`config.mk`:
```
export PLATFORM = sky130hd
export DESIGN_NAME = sbf_ctrl
export DESIGN_NICKNAME = d
export VERILOG_FILES = /design/src/rtl/sbf_pkg.sv /design/src/rtl/sbf_ctrl.sv
export SDC_FILE = /design/constraint.sdc
export NUM_CORES = 1
export LEC_CHECK = 0
export BUFFER_PORTS_ARGS = -buffer_cell sky130_fd_sc_hd__buf_2
export CORE_AREA = 2 2 39 41
export DETAILED_ROUTE_END_ITERATION = 10
export DIE_AREA = 0 0 41 43
export MAX_ROUTING_LAYER = met4
export PLACE_DENSITY = 0.65
export SLEW_MARGIN = 10
export SYNTH_ARGS = -nofsm -noshare
export SYNTH_HDL_FRONTEND = slang
export SYNTH_SLANG_ARGS = --single-unit
```
`constraint.sdc`:
```
create_clock -name clk -period 2.8 [get_ports clk]
set_clock_uncertainty 0.15 [all_clocks]
set_input_delay 0.14 -clock clk [delete_from_list [all_inputs] [get_ports clk]]
set_output_delay 0.14 -clock clk [all_outputs]
set_load 0.005 [all_outputs]
```
`src/rtl/sbf_pkg.sv`:
```
// ----------------------------------------------------------------------------
// sbf_pkg - shared types and constants for the sprite blit framebuffer
// Mode codes, default screen size and the command/status bundles that
// join the controller and the datapath.
// ----------------------------------------------------------------------------
`default_nettype none

package sbf_pkg;

	// default screen geometry in pixels
	localparam int SCREEN_WIDTH_DEF  = 128;
	localparam int SCREEN_HEIGHT_DEF = 64;

	// sprite edge length in pixels and rows
	localparam int SPRITE_SIZE = 8;

	// item fields
	localparam int MODE_W     = 2;
	localparam int POS_W      = 9;
	localparam int ROWS_W     = 64;
	localparam int RADDR_W    = 10;
	localparam int S_TDATA_W  = 96;
	localparam int M_TDATA_W  = 16;

	// mode codes
	localparam logic [MODE_W-1:0] MODE_BLIT  = 2'd0;
	localparam logic [MODE_W-1:0] MODE_PIXEL = 2'd1;
	localparam logic [MODE_W-1:0] MODE_READ  = 2'd2;

	// leftmost pixel of a byte
	localparam logic [7:0] PIXEL_MSB = 8'h80;

	// controller to datapath
	typedef struct packed {
		logic clear_wr;    // write zero at the clear counter and advance it
		logic capture;     // take the input beat, restart the scan
		logic rd_byte;     // read the scanned framebuffer byte
		logic wr_byte;     // write the scanned byte ORed with its mask
		logic advance;     // step to the next byte of the scan
		logic read_issue;  // read the byte at the read address
		logic out_load;    // load the output register
	} dp_cmd_t;

	// datapath to controller
	typedef struct packed {
		logic [MODE_W-1:0] mode;
		logic clear_last;  // clear counter at the last entry
		logic rect_hit;    // sprite rectangle overlaps the screen
		logic pix_hit;     // pixel position lies on the screen
		logic read_ok;     // read address inside the store
		logic mask_nz;     // scanned byte has pixels to set
		logic scan_last;   // scanned byte is the last of the item
	} dp_sts_t;

endpackage

`default_nettype wire

```
`src/rtl/sbf_ctrl.sv`:
```
// ----------------------------------------------------------------------------
// sbf_ctrl - controller for the sprite blit framebuffer
// Sequences the clearing pass, the read-modify-write scan of a blit or
// pixel, the byte read and the output register handshake.
// ----------------------------------------------------------------------------
`default_nettype none

module sbf_ctrl (
	input  wire logic            clk,
	input  wire logic            arst_n,
	input  wire logic            s_tvalid,
	output logic                 s_tready,
	output logic                 m_tvalid,
	input  wire logic            m_tready,
	input  wire sbf_pkg::dp_sts_t sts,
	output sbf_pkg::dp_cmd_t     cmd
);

	localparam logic [2:0] ST_CLEAR    = 3'd0;
	localparam logic [2:0] ST_IDLE     = 3'd1;
	localparam logic [2:0] ST_DISPATCH = 3'd2;
	localparam logic [2:0] ST_RD       = 3'd3;
	localparam logic [2:0] ST_WR       = 3'd4;
	localparam logic [2:0] ST_READ     = 3'd5;
	localparam logic [2:0] ST_DONE     = 3'd6;

	logic [2:0] state_q;
	logic [2:0] state_nxt;
	logic       out_valid_q;

	// next state and commands
	always_comb begin
		state_nxt = state_q;
		cmd       = '0;
		s_tready  = 1'b0;
		unique case (state_q)
			ST_CLEAR: begin
				cmd.clear_wr = 1'b1;
				if (sts.clear_last) begin
					state_nxt = ST_IDLE;
				end
			end
			ST_IDLE: begin
				s_tready = 1'b1;
				if (s_tvalid) begin
					cmd.capture = 1'b1;
					state_nxt   = ST_DISPATCH;
				end
			end
			ST_DISPATCH: begin
				unique case (sts.mode)
					sbf_pkg::MODE_BLIT:  state_nxt = sts.rect_hit ? ST_RD : ST_DONE;
					sbf_pkg::MODE_PIXEL: state_nxt = sts.pix_hit ? ST_RD : ST_DONE;
					sbf_pkg::MODE_READ:  state_nxt = sts.read_ok ? ST_READ : ST_DONE;
					default:             state_nxt = ST_DONE;
				endcase
			end
			ST_RD: begin
				if (sts.mask_nz) begin
					cmd.rd_byte = 1'b1;
					state_nxt   = ST_WR;
				end else begin
					cmd.advance = 1'b1;
					if (sts.scan_last) begin
						state_nxt = ST_DONE;
					end
				end
			end
			ST_WR: begin
				cmd.wr_byte = 1'b1;
				cmd.advance = 1'b1;
				state_nxt   = sts.scan_last ? ST_DONE : ST_RD;
			end
			ST_READ: begin
				cmd.read_issue = 1'b1;
				state_nxt      = ST_DONE;
			end
			ST_DONE: begin
				if (!out_valid_q || m_tready) begin
					cmd.out_load = 1'b1;
					state_nxt    = ST_IDLE;
				end
			end
			default: begin
				state_nxt = ST_IDLE;
			end
		endcase
	end

	// state register
	always_ff @(posedge clk or negedge arst_n) begin
		if (!arst_n) begin
			state_q <= ST_CLEAR;
		end else begin
			state_q <= state_nxt;
		end
	end

	// hold the result beat until taken
	always_ff @(posedge clk or negedge arst_n) begin
		if (!arst_n) begin
			out_valid_q <= 1'b0;
		end else if (cmd.out_load) begin
			out_valid_q <= 1'b1;
		end else if (m_tready) begin
			out_valid_q <= 1'b0;
		end
	end

	assign m_tvalid = out_valid_q;

endmodule

`default_nettype wire

```
Yosys cells after proc, flatten, opt, wreduce, memory -nomap -nowiden
Cells that the tools add are included.
{ "word_totals": {"inputBits": 12, "wordCells": 45, "reg_bits": 4, "out_inout_bits": 9} }
{ "op_classes": {"n_eq_ne": 12, "muxes": 25, "reduce_logical": 6} }
{ "ops": {"columns": ["operator", "n"], "rows": [
  ["3-bit two-way mux", 8],
  ["3-bit one-hot mux with 7 select lines", 1],
  ["1-bit two-way mux", 13],
  ["3-bit equality test (second input constant)", 3],
  ["3-bit one-hot mux with 3 select lines", 1],
  ["3-bit by 2-bit equality test with 1-bit output (second input constant)", 2],
  ["2-bit inequality test (second input constant)", 3],
  ["4-bit AND reduction", 1],
  ["3-bit by 1-bit equality test with 1-bit output (second input constant)", 1],
  ["3-bit zero test", 1],
  ["3-bit inequality test (second input constant)", 1],
  ["2-bit by 1-bit equality test with 1-bit output (second input constant)", 1],
  ["2-bit equality test (second input constant)", 1],
  ["2-bit zero test", 1],
  ["2-bit two-way mux", 1],
  ["1-bit one-hot mux with 2 select lines", 1],
  ["2-bit nonzero test", 1],
  ["1-bit zero test", 1],
  ["1-bit logical OR", 1]
]} }

Longest topological paths before layout
Gate-level depths: netlist of run 1.
{ "logic_depth": {"depth_word": 5, "mapped_depth": 5, "ltp_nobuf": 4} }

Least setup slack after synthesis of run 1
Ideal clock, no wire load.
{ "synth_timing": {"path_type": "register to register", "startpoint": "register state_q[1]", "endpoint": "register state_q[0]", "t_required_ns": 2.577, "path_slack_ns": 1.515, "n_path_buf": 0, "period_less_slack_ns": 1.285, "arrival_ns": 1.062, "stages_incl_launch_ff": 5, "setup_ns": 0.073, "path_cell_list": "dfrtp_1 -> or3_1 -> o211ai_2 -> o211ai_2 -> a21oi_2"} }
{ "synth_via": {"elab_chain_cells": 3, "elab_cells_between_ends": 13, "cone_classes": "eq/ne (10); mux (1); reduce/logical (2)"} }
{ "synth_rtl": {"columns": ["item", "line_no", "text"], "rows": [
  ["start, declared", "sbf_ctrl.sv:27", "logic [2:0] state_q;"],
  ["start signal, assigned", "sbf_ctrl.sv:95", "state_q <= state_nxt;"],
  ["3-bit by 2-bit equality test with 1-bit output, or another cell as far along", "sbf_ctrl.sv:36", "unique case (state_q)"],
  ["3-bit inequality test (no source line) / 2-bit inequality test (equally long branches)", null, null],
  ["4-bit AND reduction (no source line)", null, null]
]} }
Parallel ways exist; a longest one is shown, timed or not.
A chain may end at the register's enable or synchronous reset.

==> tab_implementation.tex, run 1 <==
\begin{tabular}{lr}
\hline
Metric & Value \\
\hline
\multicolumn{2}{l}{\textbf{Outcome}} \\
\quad Outcome & complete, no violations \\
\multicolumn{2}{l}{\textbf{Clock tree}} \\
\quad Buffer cell driving the clock tree root & sky130\_fd\_sc\_hd\_\_clkbuf\_4 \\
\quad TritonCTS clock tree & done \\
\quad Number of sinks handled by clock tree synthesis & 4 \\
\quad Cells resized by post-CTS repair & 0 \\
\quad Clock transition at the registers of the reported paths & 40 ps \\
\quad Clock buffers created by TritonCTS & 3 \\
\quad Buffers from clock root to sink, at most & 2 \\
\quad Number of buffers added to fix hold violations after cts & 1 \\
\quad Post-CTS setup repair buffer count & 0 \\
\quad Clock latency on the worst-skew pair & 230 ps \\
\quad H-tree depth reported by CTS & 1 \\
\multicolumn{2}{l}{\textbf{Timing}} \\
\quad Period Utilization, post-route & between 60 and 70\% \\
\quad Final TNS setup & 0 ps \\
\quad Unrepaired setup endpoints after global routing & no \\
\quad Maximum frequency from static timing analysis & between 500 and 600 MHz \\
\quad Transition time of the tightest slew-check pin & 369.1 ps \\
\quad Worst slew margin & 75.39\% \\
\quad Final setup violation count & 0 \\
\quad Final Hold Vio Count & 0 \\
\quad Final Max Tran Viols & 0 \\
\quad Final critical path time including I/O delays and setup & 1724 ps \\
\multicolumn{2}{l}{\textbf{Global routing}} \\
\quad Remaining Overflow, GRT & 0 \\
\quad Largest net degree at the start of global routing & 15 \\
\quad Antenna violations before repair & 0 \\
\quad GRT Resource Usage Total & about an eighth \\
\quad Global-route wire length before repair & about 1500 um \\
\quad Vias in the first global route & 385 \\
\multicolumn{2}{l}{\textbf{Worst hold path}} \\
\quad Hold path cells & 3 \\
\quad Hold path startpoint & m\_tready \\
\quad Worst min-delay path category & input pin to flop \\
\quad Endpoint with the worst hold slack & m\_tvalid \\
\multicolumn{2}{l}{\textbf{Final layout}} \\
\quad Fraction of the core area covered by cells at the end of the flow & between 30 and 40\% \\
\quad \# diodes & 0 \\
\quad Most common cell after layout, fill and taps aside & sky130\_fd\_sc\_hd\_\_buf\_2 \\
\quad Fraction of final layout cells with drive strength greater than 1 & a little over a third \\
\quad Nets & 85 \\
\quad Area of the multi-input gates & $\sim$260 um2 \\
\quad Register cell area after layout & between 100 and 150 um2 \\
\quad Number of filler cells placed in the layout & between 150 and 200 \\
\quad Synth-to-layout area growth & 33.66\% \\
\quad Commonest non-fill, non-tap cells in the layout & sky130\_fd\_sc\_hd\_\_buf\_2, sky130\_fd\_sc\_hd\_\_nor2\_1, sky130\_fd\_sc\_hd\_\_nand2\_1, sky130\_fd\_sc\_hd\_\_a21oi\_1, sky130\_fd\_sc\_hd\_\_dfrtp\_1 \\
\multicolumn{2}{l}{\textbf{Yosys}} \\
\quad Count of state elements after synthesis & 4 \\
\quad Sequential cell area fraction in the yosys report & a little over a quarter \\
\quad Most frequently used flop master after synthesis & sky130\_fd\_sc\_hd\_\_dfrtp\_1 \\
\quad Total of warnings raised by yosys & 0 \\
\quad Post-Synth Adder-Cell Area & 0\% \\
\quad Share of synthesized area spent on multiplexers & 5.229\% \\
\quad Post-synth design cell area & roughly 380 um2 \\
\quad Simple-gate area share of the yosys netlist & around 30\% \\
\quad Dominant combinational cell family by area after synthesis & compound AO/OA/AOI/OAI gates \\
\quad Synthesized area divided by synthesized cell count & 7.657 um2 \\
\quad Parity-gate share of the synthesized area counting xor and xnor cells & 0\% \\
\quad Total nets after synthesis & 62 \\
\quad Gate count after technology mapping & 50 \\
\quad Synth unique cells & 25 \\
\quad Number of synthesized flops with an enable pin & 0 \\
\quad Ys async rst share & 100.0\% \\
\quad Share of the synthesized area in compound gates (AO/OA/AOI/OAI) & 31.70\% \\
\multicolumn{2}{l}{\textbf{Setup path}} \\
\quad Chain of cells forming the critical path & inv\_1 -> and2\_1 -> o21bai\_1 -> buf\_2 \\
\quad Combined buffer and inverter count along the critical path & 2 \\
\quad Type of destination of the critical path & primary output \\
\quad Crit path max-delay cell type & sky130\_fd\_sc\_hd\_\_dfrtp\_1 \\
\quad Critical R2R Capture & state\_q[2] \\
\quad Crit path launch type & flop \\
\quad Critical path fanouts, max & 14 \\
\quad Data required time at the worst endpoint & approximately 2500 ps \\
\quad Internal reg-to-reg setup slack & 1220 ps \\
\quad R2r worst-path depth & 3 \\
\quad CP Depth & 4 \\
\quad Family with the most delay on the worst path & flip-flops \\
\quad Arrival time worst endpoint & roughly 1400 ps \\
\quad Startpoint of the lowest-slack register-to-register path & state\_q[1] \\
\quad Delay contributed by the slowest stage of the critical path & $\sim$550 ps \\
\quad Type of the worst setup path & flop to primary output \\
\multicolumn{2}{l}{\textbf{Pwr}} \\
\quad Cell leakage power & 0.2666 nW \\
\quad Pwr dens & 968.7 nW/um2 \\
\quad Worst ir drop on vdd & 0.0004063 V \\
\multicolumn{2}{l}{\textbf{Floorplanning}} \\
\quad CORE AREA & around 1400 um2 \\
\quad Initial Utilization & around 28\% \\
\quad Total die area & between 1500 and 2000 um2 \\
\quad Number of placement rows & 14 \\
\quad Height of the die & roughly 43 um \\
\quad Number of placed I/O pins & 21 \\
\quad Floorplan die width & $\sim$41 um \\
\multicolumn{2}{l}{\textbf{Route}} \\
\quad Count of antenna-violating nets left after detailed routing & 0 \\
\quad Final routed wire length divided by cell count & about 11 um \\
\quad Overall via count from detail\_route & 450 \\
\quad Sum of routed wire length over all layers & 929 um \\
\quad Number of DRC violations after detailed routing & 0 \\
\quad First drt pass iteration count & 4 \\
\quad Vias per cell & 5.172 \\
\quad 1st-iter DRT viols & 8 \\
\multicolumn{2}{l}{\textbf{Placed design}} \\
\quad Port Buffers & 20 \\
\quad Routability-driven placement congestion ratio & about 0.76 \\
\quad Hpwl dp & 738 um \\
\multicolumn{2}{l}{\textbf{Flow run}} \\
\quad Max-cap violations & 0 \\
\hline
\end{tabular}
[report_power, final]
part	switching [mW]	total, mW	leakage (nW)	internal [mW]
clock network	0.0207	0.0685	0.0138	0.0477
registers	0.0745	0.163	0.0485	0.0882
logic	0.131	0.264	0.204	0.134
total	0.226	0.496	0.267	0.269
[Yosys cell counts (2+ instances only)]
| cell | n | area, um2 |
|---|---|---|
| sky130_fd_sc_hd__o211ai_2 | 2 | 25.02 |
| sky130_fd_sc_hd__a31oi_1 | 2 | 12.51 |
| sky130_fd_sc_hd__dfrtp_1 | 4 | 100.1 |
| sky130_fd_sc_hd__nand2_1 | 5 | 18.77 |
| sky130_fd_sc_hd__nand2b_1 | 2 | 12.51 |
| sky130_fd_sc_hd__a21oi_1 | 5 | 25.02 |
| sky130_fd_sc_hd__mux2i_1 | 2 | 20.02 |
| sky130_fd_sc_hd__nor2b_1 | 3 | 18.77 |
| sky130_fd_sc_hd__and3_1 | 3 | 18.77 |
| sky130_fd_sc_hd__nor3_1 | 2 | 10.01 |
| sky130_fd_sc_hd__nor2_1 | 6 | 22.52 |
[layer usage]
layer	part of all wire, %	track usage [%]	wire length (um)	vias up
li1	-	-	-	224
met1	43	15.36	403	209
met2	49	17.50	458	17
met3	7.2	4.712	67	0
met4	0	6.000	0	0
met5	0	-	0	-
[cells by family (layout without fill, tap and decap cells)]
group,after synthesis,count (layout)
AOI/OAI and AO/OA,17,17
buffers and inverters,4,25
DFF,4,4
and+or+nand+nor,23,23
muxes,2,2
[worst max path at each step]
stage	startpoint	end	slack, ps
finish	state_q[1]	cmd[2]	1080
global route	state_q[2]	cmd[2]	940
CTS	state_q[1]	cmd[2]	1060
detailed placement	state_q[1]	state_q[2]	1250
global placement	state_q[1]	state_q[0]	1310
floorplan	state_q[1]	state_q[0]	1510
[sequential cells by signal, summed over array words and instances (netlist names)]
| signal | count |
|---|---|
| state_q | 3 |
| m_tvalid | 1 |
[metrics by stage]
step           cell area (um2)  hold slack, ps  power [mW]  cells  setup WS, ps
2_1_floorplan            382.9          -305.6      0.3633     50          1515
3_3_place_gp             479.2          -202.3      0.4260     83          1309
3_5_place_dp             479.2          -201.5      0.4290     83          1247
4_1_cts                  511.7           57.41      0.5039     87          1065
5_1_grt                  511.7           72.25      0.5547     87         937.4
6_report                 511.7           62.21      0.4957     87          1076
[final cells by class]
class	instances	area share [%]
clock buffer	3	4.401
timing repair buffer	21	21.52
tap	16	3.912
multi-input combinational	42	49.88
sequential	4	19.56
inverter	1	0.7335
[worst min-delay path, cell delays in order]
cell and delay (ps):
sky130_fd_sc_hd__buf_2 80, sky130_fd_sc_hd__nand2b_1 120, sky130_fd_sc_hd__nand2_1 60
(Power assumes the default switching activity.)
==> run 2: changes to the inputs <==
--- a/config.mk
+++ b/config.mk
@@ -10,7 +10,7 @@
 export DETAILED_ROUTE_END_ITERATION = 10
 export DIE_AREA = 0 0 41 43
 export MAX_ROUTING_LAYER = met4
-export PLACE_DENSITY = 0.65
+export PLACE_DENSITY = 0.67
 export SLEW_MARGIN = 10
 export SYNTH_ARGS = -nofsm -noshare
 export SYNTH_HDL_FRONTEND = slang
==> constraint.sdc (replaced) <==
create_clock -name clk -period 1.5 [get_ports clk]
set_clock_uncertainty 0.15 [all_clocks]
set_input_delay 0.075 -clock clk [delete_from_list [all_inputs] [get_ports clk]]
set_output_delay 0.075 -clock clk [all_outputs]
set_load 0.005 [all_outputs]
==> tab_implementation.tex, run 2 (same netlist as run 1, synthesis figures left out) <==
\begin{tabular}{lr}
\hline
Metric & Value \\
\hline
\multicolumn{2}{l}{\textbf{Global routing}} \\
\quad Remaining Overflow, GRT & 0 (unchanged) \\
\quad GRT Resource Usage Total & 12.81\% (+0.30 points) \\
\quad Largest net degree at the start of global routing & 8 (-7) \\
\quad Vias in the first global route & 428 (+11\%) \\
\quad Global-route wire length before repair & 1511 um (+2.9\%) \\
\quad Antenna violations before repair & 0 (unchanged) \\
\multicolumn{2}{l}{\textbf{Final layout}} \\
\quad Synth-to-layout area growth & 63.40\% \\
\quad Commonest non-fill, non-tap cells in the layout & sky130\_fd\_sc\_hd\_\_buf\_2, sky130\_fd\_sc\_hd\_\_buf\_4, sky130\_fd\_sc\_hd\_\_nor2\_1, sky130\_fd\_sc\_hd\_\_nand2\_1, sky130\_fd\_sc\_hd\_\_a21oi\_1 \\
\quad Final standard cell area without fillers & 625.6 um2 (+22\%) \\
\quad Most common cell after layout, fill and taps aside & sky130\_fd\_sc\_hd\_\_buf\_2 \\
\quad Nets & 97 (+14\%) \\
\quad Fraction of final layout cells with drive strength greater than 1 & 49.40\% (+13 points) \\
\quad Number of flip-flops in the largest register & 3 (unchanged) \\
\quad Top reg by flops & state\_q \\
\quad \# diodes & 0 (unchanged) \\
\multicolumn{2}{l}{\textbf{Timing}} \\
\quad Final Max Tran Viols & 0 (unchanged) \\
\quad Final critical path time including I/O delays and setup & about 1500 ps \\
\quad Maximum frequency from static timing analysis & 678.5 MHz \\
\quad Transition time of the tightest slew-check pin & 364.6 ps (-4.524 ps) \\
\quad Worst setup margin & 26.20 ps (-1049 ps) \\
\quad Final Hold Vio Count & 0 (unchanged) \\
\quad Period Utilization, post-route & between 90\% and 100\% \\
\quad Unrepaired setup endpoints after global routing & yes \\
\quad Worst slew margin & 75.38\% (about the same) \\
\quad Final setup violation count & 0 (unchanged) \\
\quad Final TNS setup & 0 ps (unchanged) \\
\multicolumn{2}{l}{\textbf{Setup path}} \\
\quad Startpoint of the lowest-slack register-to-register path & state\_q[0] \\
\quad Delay contributed by the slowest stage of the critical path & 380 ps (-170 ps) \\
\quad Chain of cells forming the critical path & inv\_1 -> buf\_4 -> and2\_1 -> o21bai\_1 -> buf\_2 \\
\quad Family with the most delay on the worst path & flip-flops \\
\quad Type of destination of the critical path & primary output \\
\quad Type of the worst setup path & flop to primary output \\
\quad Internal reg-to-reg setup slack & 60 ps (-1160 ps) \\
\quad Worst setup path endpoint & cmd[2] \\
\quad Combined buffer and inverter count along the critical path & 3 (+1) \\
\quad Critical path fanouts, max & 6 (-8) \\
\quad CP Depth & 5 (+1) \\
\quad Arrival time worst endpoint & 1250 ps (-180 ps) \\
\quad Crit path from & state\_q[1] \\
\quad Crit path launch type & flop \\
\quad Crit path max-delay cell type & sky130\_fd\_sc\_hd\_\_dfrtp\_1 \\
\quad R2r worst-path depth & 3 (unchanged) \\
\quad Critical R2R Capture & state\_q[2] \\
\quad Data required time at the worst endpoint & 1270 ps (-1240 ps) \\
\multicolumn{2}{l}{\textbf{Pwr}} \\
\quad Post-layout total power & 1.235 mW (+150\%) \\
\quad Cell leakage power & 0.3320 nW (+25\%) \\
\quad Worst ir drop on vdd & 0.0007825 V (+93\%) \\
\quad Pwr dens & 1973 nW/um2 (+100\%) \\
\multicolumn{2}{l}{\textbf{Floorplanning}} \\
\quad Floorplan die width & 41 um (unchanged) \\
\quad CORE AREA & 1384 um2 (unchanged) \\
\quad Total die area & 1763 um2 (unchanged) \\
\quad Number of placement rows & 14 (unchanged) \\
\quad Number of placed I/O pins & 21 (unchanged) \\
\quad Initial Utilization & 27.67\% (unchanged) \\
\quad Height of the die & 43 um (unchanged) \\
\multicolumn{2}{l}{\textbf{Route}} \\
\quad 1st-iter DRT viols & 6 (-2) \\
\quad Sum of routed wire length over all layers & 1125 um (+21\%) \\
\quad Final routed wire length divided by cell count & 11.36 um (+6.4\%) \\
\quad Overall via count from detail\_route & 482 (+7.1\%) \\
\quad Vias per cell & 4.869 (-5.9\%) \\
\quad Number of DRC violations after detailed routing & 0 (unchanged) \\
\quad First drt pass iteration count & 3 (-1) \\
\quad Count of antenna-violating nets left after detailed routing & 0 (unchanged) \\
\multicolumn{2}{l}{\textbf{Clock tree}} \\
\quad Clock latency on the worst-skew pair & 230 ps (about the same) \\
\quad Buffer cell driving the clock tree root & sky130\_fd\_sc\_hd\_\_clkbuf\_4 \\
\quad Number of sinks handled by clock tree synthesis & 4 (unchanged) \\
\quad TritonCTS clock tree & done \\
\quad Clock transition at the registers of the reported paths & 40 ps (about the same) \\
\quad H-tree depth reported by CTS & 1 (unchanged) \\
\quad Buffers from clock root to sink, at most & 2 (unchanged) \\
\quad Clock buffers created by TritonCTS & 3 (unchanged) \\
\multicolumn{2}{l}{\textbf{Placed design}} \\
\quad Routability-driven placement congestion ratio & 0.8073 (+6.4\%) \\
\quad Post-Place Cell Area & 516.7 um2 (+7.8\%) \\
\quad Port Buffers & 20 (unchanged) \\
\quad Hpwl dp & 792.7 um (+7.4\%) \\
\quad Dpl ws & 107.4 ps (-1140 ps) \\
\multicolumn{2}{l}{\textbf{Worst hold path}} \\
\quad Worst min-delay path category & input pin to async pin \\
\multicolumn{2}{l}{\textbf{Flow run}} \\
\quad Max-cap violations & 0 (unchanged) \\
\multicolumn{2}{l}{\textbf{Outcome}} \\
\quad Outcome & complete, no violations \\
\hline
\end{tabular}
==> run 2: changes by cell type in the layout (fill, tap and decap cells not counted), sizes merged <==
cell / delta
buf: +11
dlygate4sd3: +1
==> run 2: repair_timing <==
item,4_1_cts,5_1_grt
resized for setup,3,4
hold buffers,2,0
setup endpoints to repair,4,3
setup buffers,3,3
endpoints found under the hold margin,5,0
==> run 2: worst min-delay path by stage <==
stage           start         end  slack [ps]  cells past startpoint
2_1_floorplan  arst_n    m_tvalid        -370                      0
3_3_place_gp   arst_n  state_q[1]        -270                      1
3_5_place_dp   arst_n  state_q[0]        -270                      1
4_1_cts        arst_n  state_q[1]          20                      2
5_1_grt        arst_n  state_q[1]          40                      2
6_report       arst_n  state_q[1]          30                      2
==> run 2: power breakdown <==
group,internal (mW),total [mW],switching [mW]
Clock,0.0892,0.128,0.0389
Combinational,0.468,0.861,0.393
Sequential,0.172,0.245,0.0734
Total,0.729,1.23,0.505
==> run 2: layout make-up <==
type | count | area (um2)
repair buffers | 33 | 206.4
flip-flops and latches | 4 | 102.6
inverters | 1 | 3.754
multi-input cells | 42 | 270.3
fillers | 148 | 758.2
well taps | 16 | 20.02
clock buffers | 3 | 22.52
==> run 2: metrics by stage <==
stage | util (%) | hold slack [ps] | instances
floorplan | - | -370.6 | 50
global placement | 37.34 | -266.4 | 88
detailed placement | 37.34 | -267.7 | 88
CTS | 42.41 | 17.77 | 96
global route | 45.21 | 38.39 | 99
finish | 45.21 | 26.63 | 99
==> run 2: metal layers <==
layer,vias up,track usage (%),share of wire (%)
li1,248,-,-
met1,224,14.01,44
met2,10,19.38,52
met3,0,3.665,3.7
met4,0,8.000,0
met5,-,-,0
==> run 3: changes to the inputs <==
--- a/config.mk
+++ b/config.mk
@@ -11,6 +11,7 @@
 export DIE_AREA = 0 0 41 43
 export MAX_ROUTING_LAYER = met4
 export PLACE_DENSITY = 0.67
+export REMOVE_ABC_BUFFERS = 1
 export SLEW_MARGIN = 10
 export SYNTH_ARGS = -nofsm -noshare
 export SYNTH_HDL_FRONTEND = slang
==> tab_implementation.tex, run 3 (same netlist as run 1, synthesis figures left out) <==
\begin{tabular}{lr}
\hline
Metric & Value \\
\hline
\multicolumn{2}{l}{\textbf{Setup path}} \\
\quad Crit path launch type & flop \\
\quad R2r worst-path depth & 5 (+2) \\
\quad Type of the worst setup path & flop to primary output \\
\quad Type of destination of the critical path & primary output \\
\quad Internal reg-to-reg setup slack & 70 ps (about the same) \\
\quad Critical R2R Capture & state\_q[0] \\
\quad Critical path fanouts, max & 6 (unchanged) \\
\quad Arrival time worst endpoint & 1220 ps (-30 ps) \\
\quad Data required time at the worst endpoint & 1270 ps (about the same) \\
\quad Startpoint of the lowest-slack register-to-register path & state\_q[0] \\
\multicolumn{2}{l}{\textbf{Placed design}} \\
\quad Port Buffers & 20 (unchanged) \\
\quad Dpl ws & 127.3 ps (+19.91 ps) \\
\quad Routability-driven placement congestion ratio & 0.8707 (+7.9\%) \\
\quad Hpwl dp & 743.4 um (-6.2\%) \\
\quad Post-Place Cell Area & 509.2 um2 (-1.5\%) \\
\multicolumn{2}{l}{\textbf{Pwr}} \\
\quad Cell leakage power & 0.3168 nW (-4.6\%) \\
\quad Pwr dens & 1938 nW/um2 (-1.8\%) \\
\quad Worst ir drop on vdd & 0.0009246 V (+18\%) \\
\quad Internal power of the cells & 708.4 uW (-2.8\%) \\
\quad Clock power frac & 10.6\% (+0.2 points) \\
\quad Switching power & 484.4 uW (-4.2\%) \\
\quad Part of the power in combinational logic & 68.2\% (-1.6 points) \\
\quad Sequential group share of total power & 21.2\% (+1.3 points) \\
\quad Switching share of power & 40.61\% (-0.33 points) \\
\multicolumn{2}{l}{\textbf{Global routing}} \\
\quad Largest net degree at the start of global routing & 11 (+3) \\
\quad Remaining Overflow, GRT & 0 (unchanged) \\
\quad Met3 Usage GRT & 1.571\% (-2.1 points) \\
\quad Vias in the first global route & 422 (-1.4\%) \\
\quad Global-route wire length before repair & 1545 um (+2.3\%) \\
\quad GRT Resource Usage Total & 12.85\% (+0.040 points) \\
\quad Highest-utilization routing layer at the global route stage & met2 \\
\quad Met2 track demand over resource in global routing & 19.38\% (unchanged) \\
\quad Antenna violations before repair & 0 (unchanged) \\
\quad Global Route met1 Usage & 15.46\% (+1.5 points) \\
\multicolumn{2}{l}{\textbf{Clock tree}} \\
\quad Buffers from clock root to sink, at most & 2 (unchanged) \\
\quad Clock buffers created by TritonCTS & 3 (unchanged) \\
\quad Clock transition at the registers of the reported paths & 40 ps (about the same) \\
\quad Buffer cell driving the clock tree root & sky130\_fd\_sc\_hd\_\_clkbuf\_4 \\
\quad Clock latency on the worst-skew pair & 230 ps (about the same) \\
\quad H-tree depth reported by CTS & 1 (unchanged) \\
\quad Number of sinks handled by clock tree synthesis & 4 (unchanged) \\
\quad TritonCTS clock tree & done \\
\multicolumn{2}{l}{\textbf{Timing}} \\
\quad Final setup violation count & 0 (unchanged) \\
\quad Maximum frequency from static timing analysis & 691.6 MHz (+1.9\%) \\
\quad Final critical path time including I/O delays and setup & 1446 ps (-27.85 ps) \\
\quad Unrepaired setup endpoints after global routing & yes \\
\quad Final TNS setup & 0 ps (unchanged) \\
\quad Period Utilization, post-route & 96.40\% (-1.9 points) \\
\quad Worst setup margin & 54.05 ps (+27.85 ps) \\
\quad Final Max Tran Viols & 0 (unchanged) \\
\quad Transition time of the tightest slew-check pin & 338.5 ps (-26.06 ps) \\
\quad Final Hold Vio Count & 0 (unchanged) \\
\quad Worst slew margin & 77.14\% (+1.8 points) \\
\multicolumn{2}{l}{\textbf{Floorplanning}} \\
\quad Total die area & 1763 um2 (unchanged) \\
\quad Initial Utilization & 27.67\% (unchanged) \\
\quad Height of the die & 43 um (unchanged) \\
\quad Number of placed I/O pins & 21 (unchanged) \\
\quad Number of placement rows & 14 (unchanged) \\
\quad CORE AREA & 1384 um2 (unchanged) \\
\quad Floorplan die width & 41 um (unchanged) \\
\multicolumn{2}{l}{\textbf{Route}} \\
\quad First drt pass iteration count & 2 (-1) \\
\quad Vias per cell & 4.884 (+0.32\%) \\
\quad Count of antenna-violating nets left after detailed routing & 0 (unchanged) \\
\quad Sum of routed wire length over all layers & 959 um (-15\%) \\
\quad Final routed wire length divided by cell count & 10.09 um (-11\%) \\
\quad Number of DRC violations after detailed routing & 0 (unchanged) \\
\quad 1st-iter DRT viols & 4 (-2) \\
\quad Overall via count from detail\_route & 464 (-3.7\%) \\
\multicolumn{2}{l}{\textbf{Final layout}} \\
\quad Synth-to-layout area growth & 60.78\% \\
\quad Nets & 93 (-4.1\%) \\
\quad Top reg by flops & state\_q \\
\quad Fraction of final layout cells with drive strength greater than 1 & 51.90\% (+2.5 points) \\
\quad Most common cell after layout, fill and taps aside & sky130\_fd\_sc\_hd\_\_buf\_2 \\
\quad \# diodes & 0 (unchanged) \\
\quad Commonest non-fill, non-tap cells in the layout & sky130\_fd\_sc\_hd\_\_buf\_2, sky130\_fd\_sc\_hd\_\_nor2\_1, sky130\_fd\_sc\_hd\_\_nand2\_1, sky130\_fd\_sc\_hd\_\_a21oi\_1, sky130\_fd\_sc\_hd\_\_buf\_6 \\
\quad Fraction of the core area covered by cells at the end of the flow & 44.48\% (-0.72 points) \\
\quad Final standard cell area without fillers & 615.6 um2 (-1.6\%) \\
\quad Number of flip-flops in the largest register & 3 (unchanged) \\
\multicolumn{2}{l}{\textbf{Worst hold path}} \\
\quad Worst min-delay path category & input pin to async pin \\
\multicolumn{2}{l}{\textbf{Flow run}} \\
\quad Max-cap violations & 0 (unchanged) \\
\multicolumn{2}{l}{\textbf{Outcome}} \\
\quad Outcome & complete, no violations \\
\hline
\end{tabular}
==> run 3: per-layer routing <==
metal	wire length, um	up-vias	share of wire (%)
met5	0	-	0
met4	0	0	0
met3	50	0	5.2
met2	485	10	51
met1	422	207	44
li1	-	247	-
==> run 3: how the worst max path moves through the flow <==
stage,start,end,slack [ps]
2_1_floorplan,state_q[1],state_q[0],110
3_3_place_gp,state_q[0],state_q[0],160
3_5_place_dp,state_q[0],state_q[0],130
4_1_cts,state_q[2],cmd[2],4
5_1_grt,state_q[0],cmd[2],-30
6_report,state_q[2],cmd[2],50
==> run 3: cell type report <==
| class | count | area (um2) |
|---|---|---|
| fillers | 138 | 768.2 |
| multi-input cells | 42 | 277.8 |
| repair buffers | 29 | 187.7 |
| flip-flops and latches | 4 | 103.9 |
| clock buffers | 3 | 22.52 |
| well taps | 16 | 20.02 |
| inverters | 1 | 3.754 |
==> run 3: power by group through the flow <==
stage	Sequential (mW)	Combinational, mW	Clock [mW]
detailed placement	0.238	0.644	0
floorplan	0.275	0.341	0
global route	0.263	0.907	0.148
finish	0.253	0.813	0.126
global placement	0.233	0.641	0
CTS	0.229	0.704	0.135
==> run 3: worst max-delay path, cell delays in order, from the launching register on <==
cell,delay (ps)
sky130_fd_sc_hd__dfrtp_2,430
sky130_fd_sc_hd__nor2b_4,150
sky130_fd_sc_hd__and2_4,150
sky130_fd_sc_hd__o21bai_1,140
sky130_fd_sc_hd__buf_2,130
==> run 3: timing repair <==
item                                   CTS  global route
setup buffers                            1             2
setup endpoints to repair                3             5
cloned                                   0             0
resized for setup                        4            10
pin swaps                                0             2
endpoints found under the hold margin    5             0
hold buffers                             2             0
==> run 3: stage by stage <==
stage	power [mW]	hold slack (ps)	instances
2_1_floorplan	0.6152	-370.6	47
3_3_place_gp	0.8742	-269.1	87
3_5_place_dp	0.8817	-269.3	87
4_1_cts	1.068	18.78	93
5_1_grt	1.317	43.61	95
6_report	1.193	36.25	95
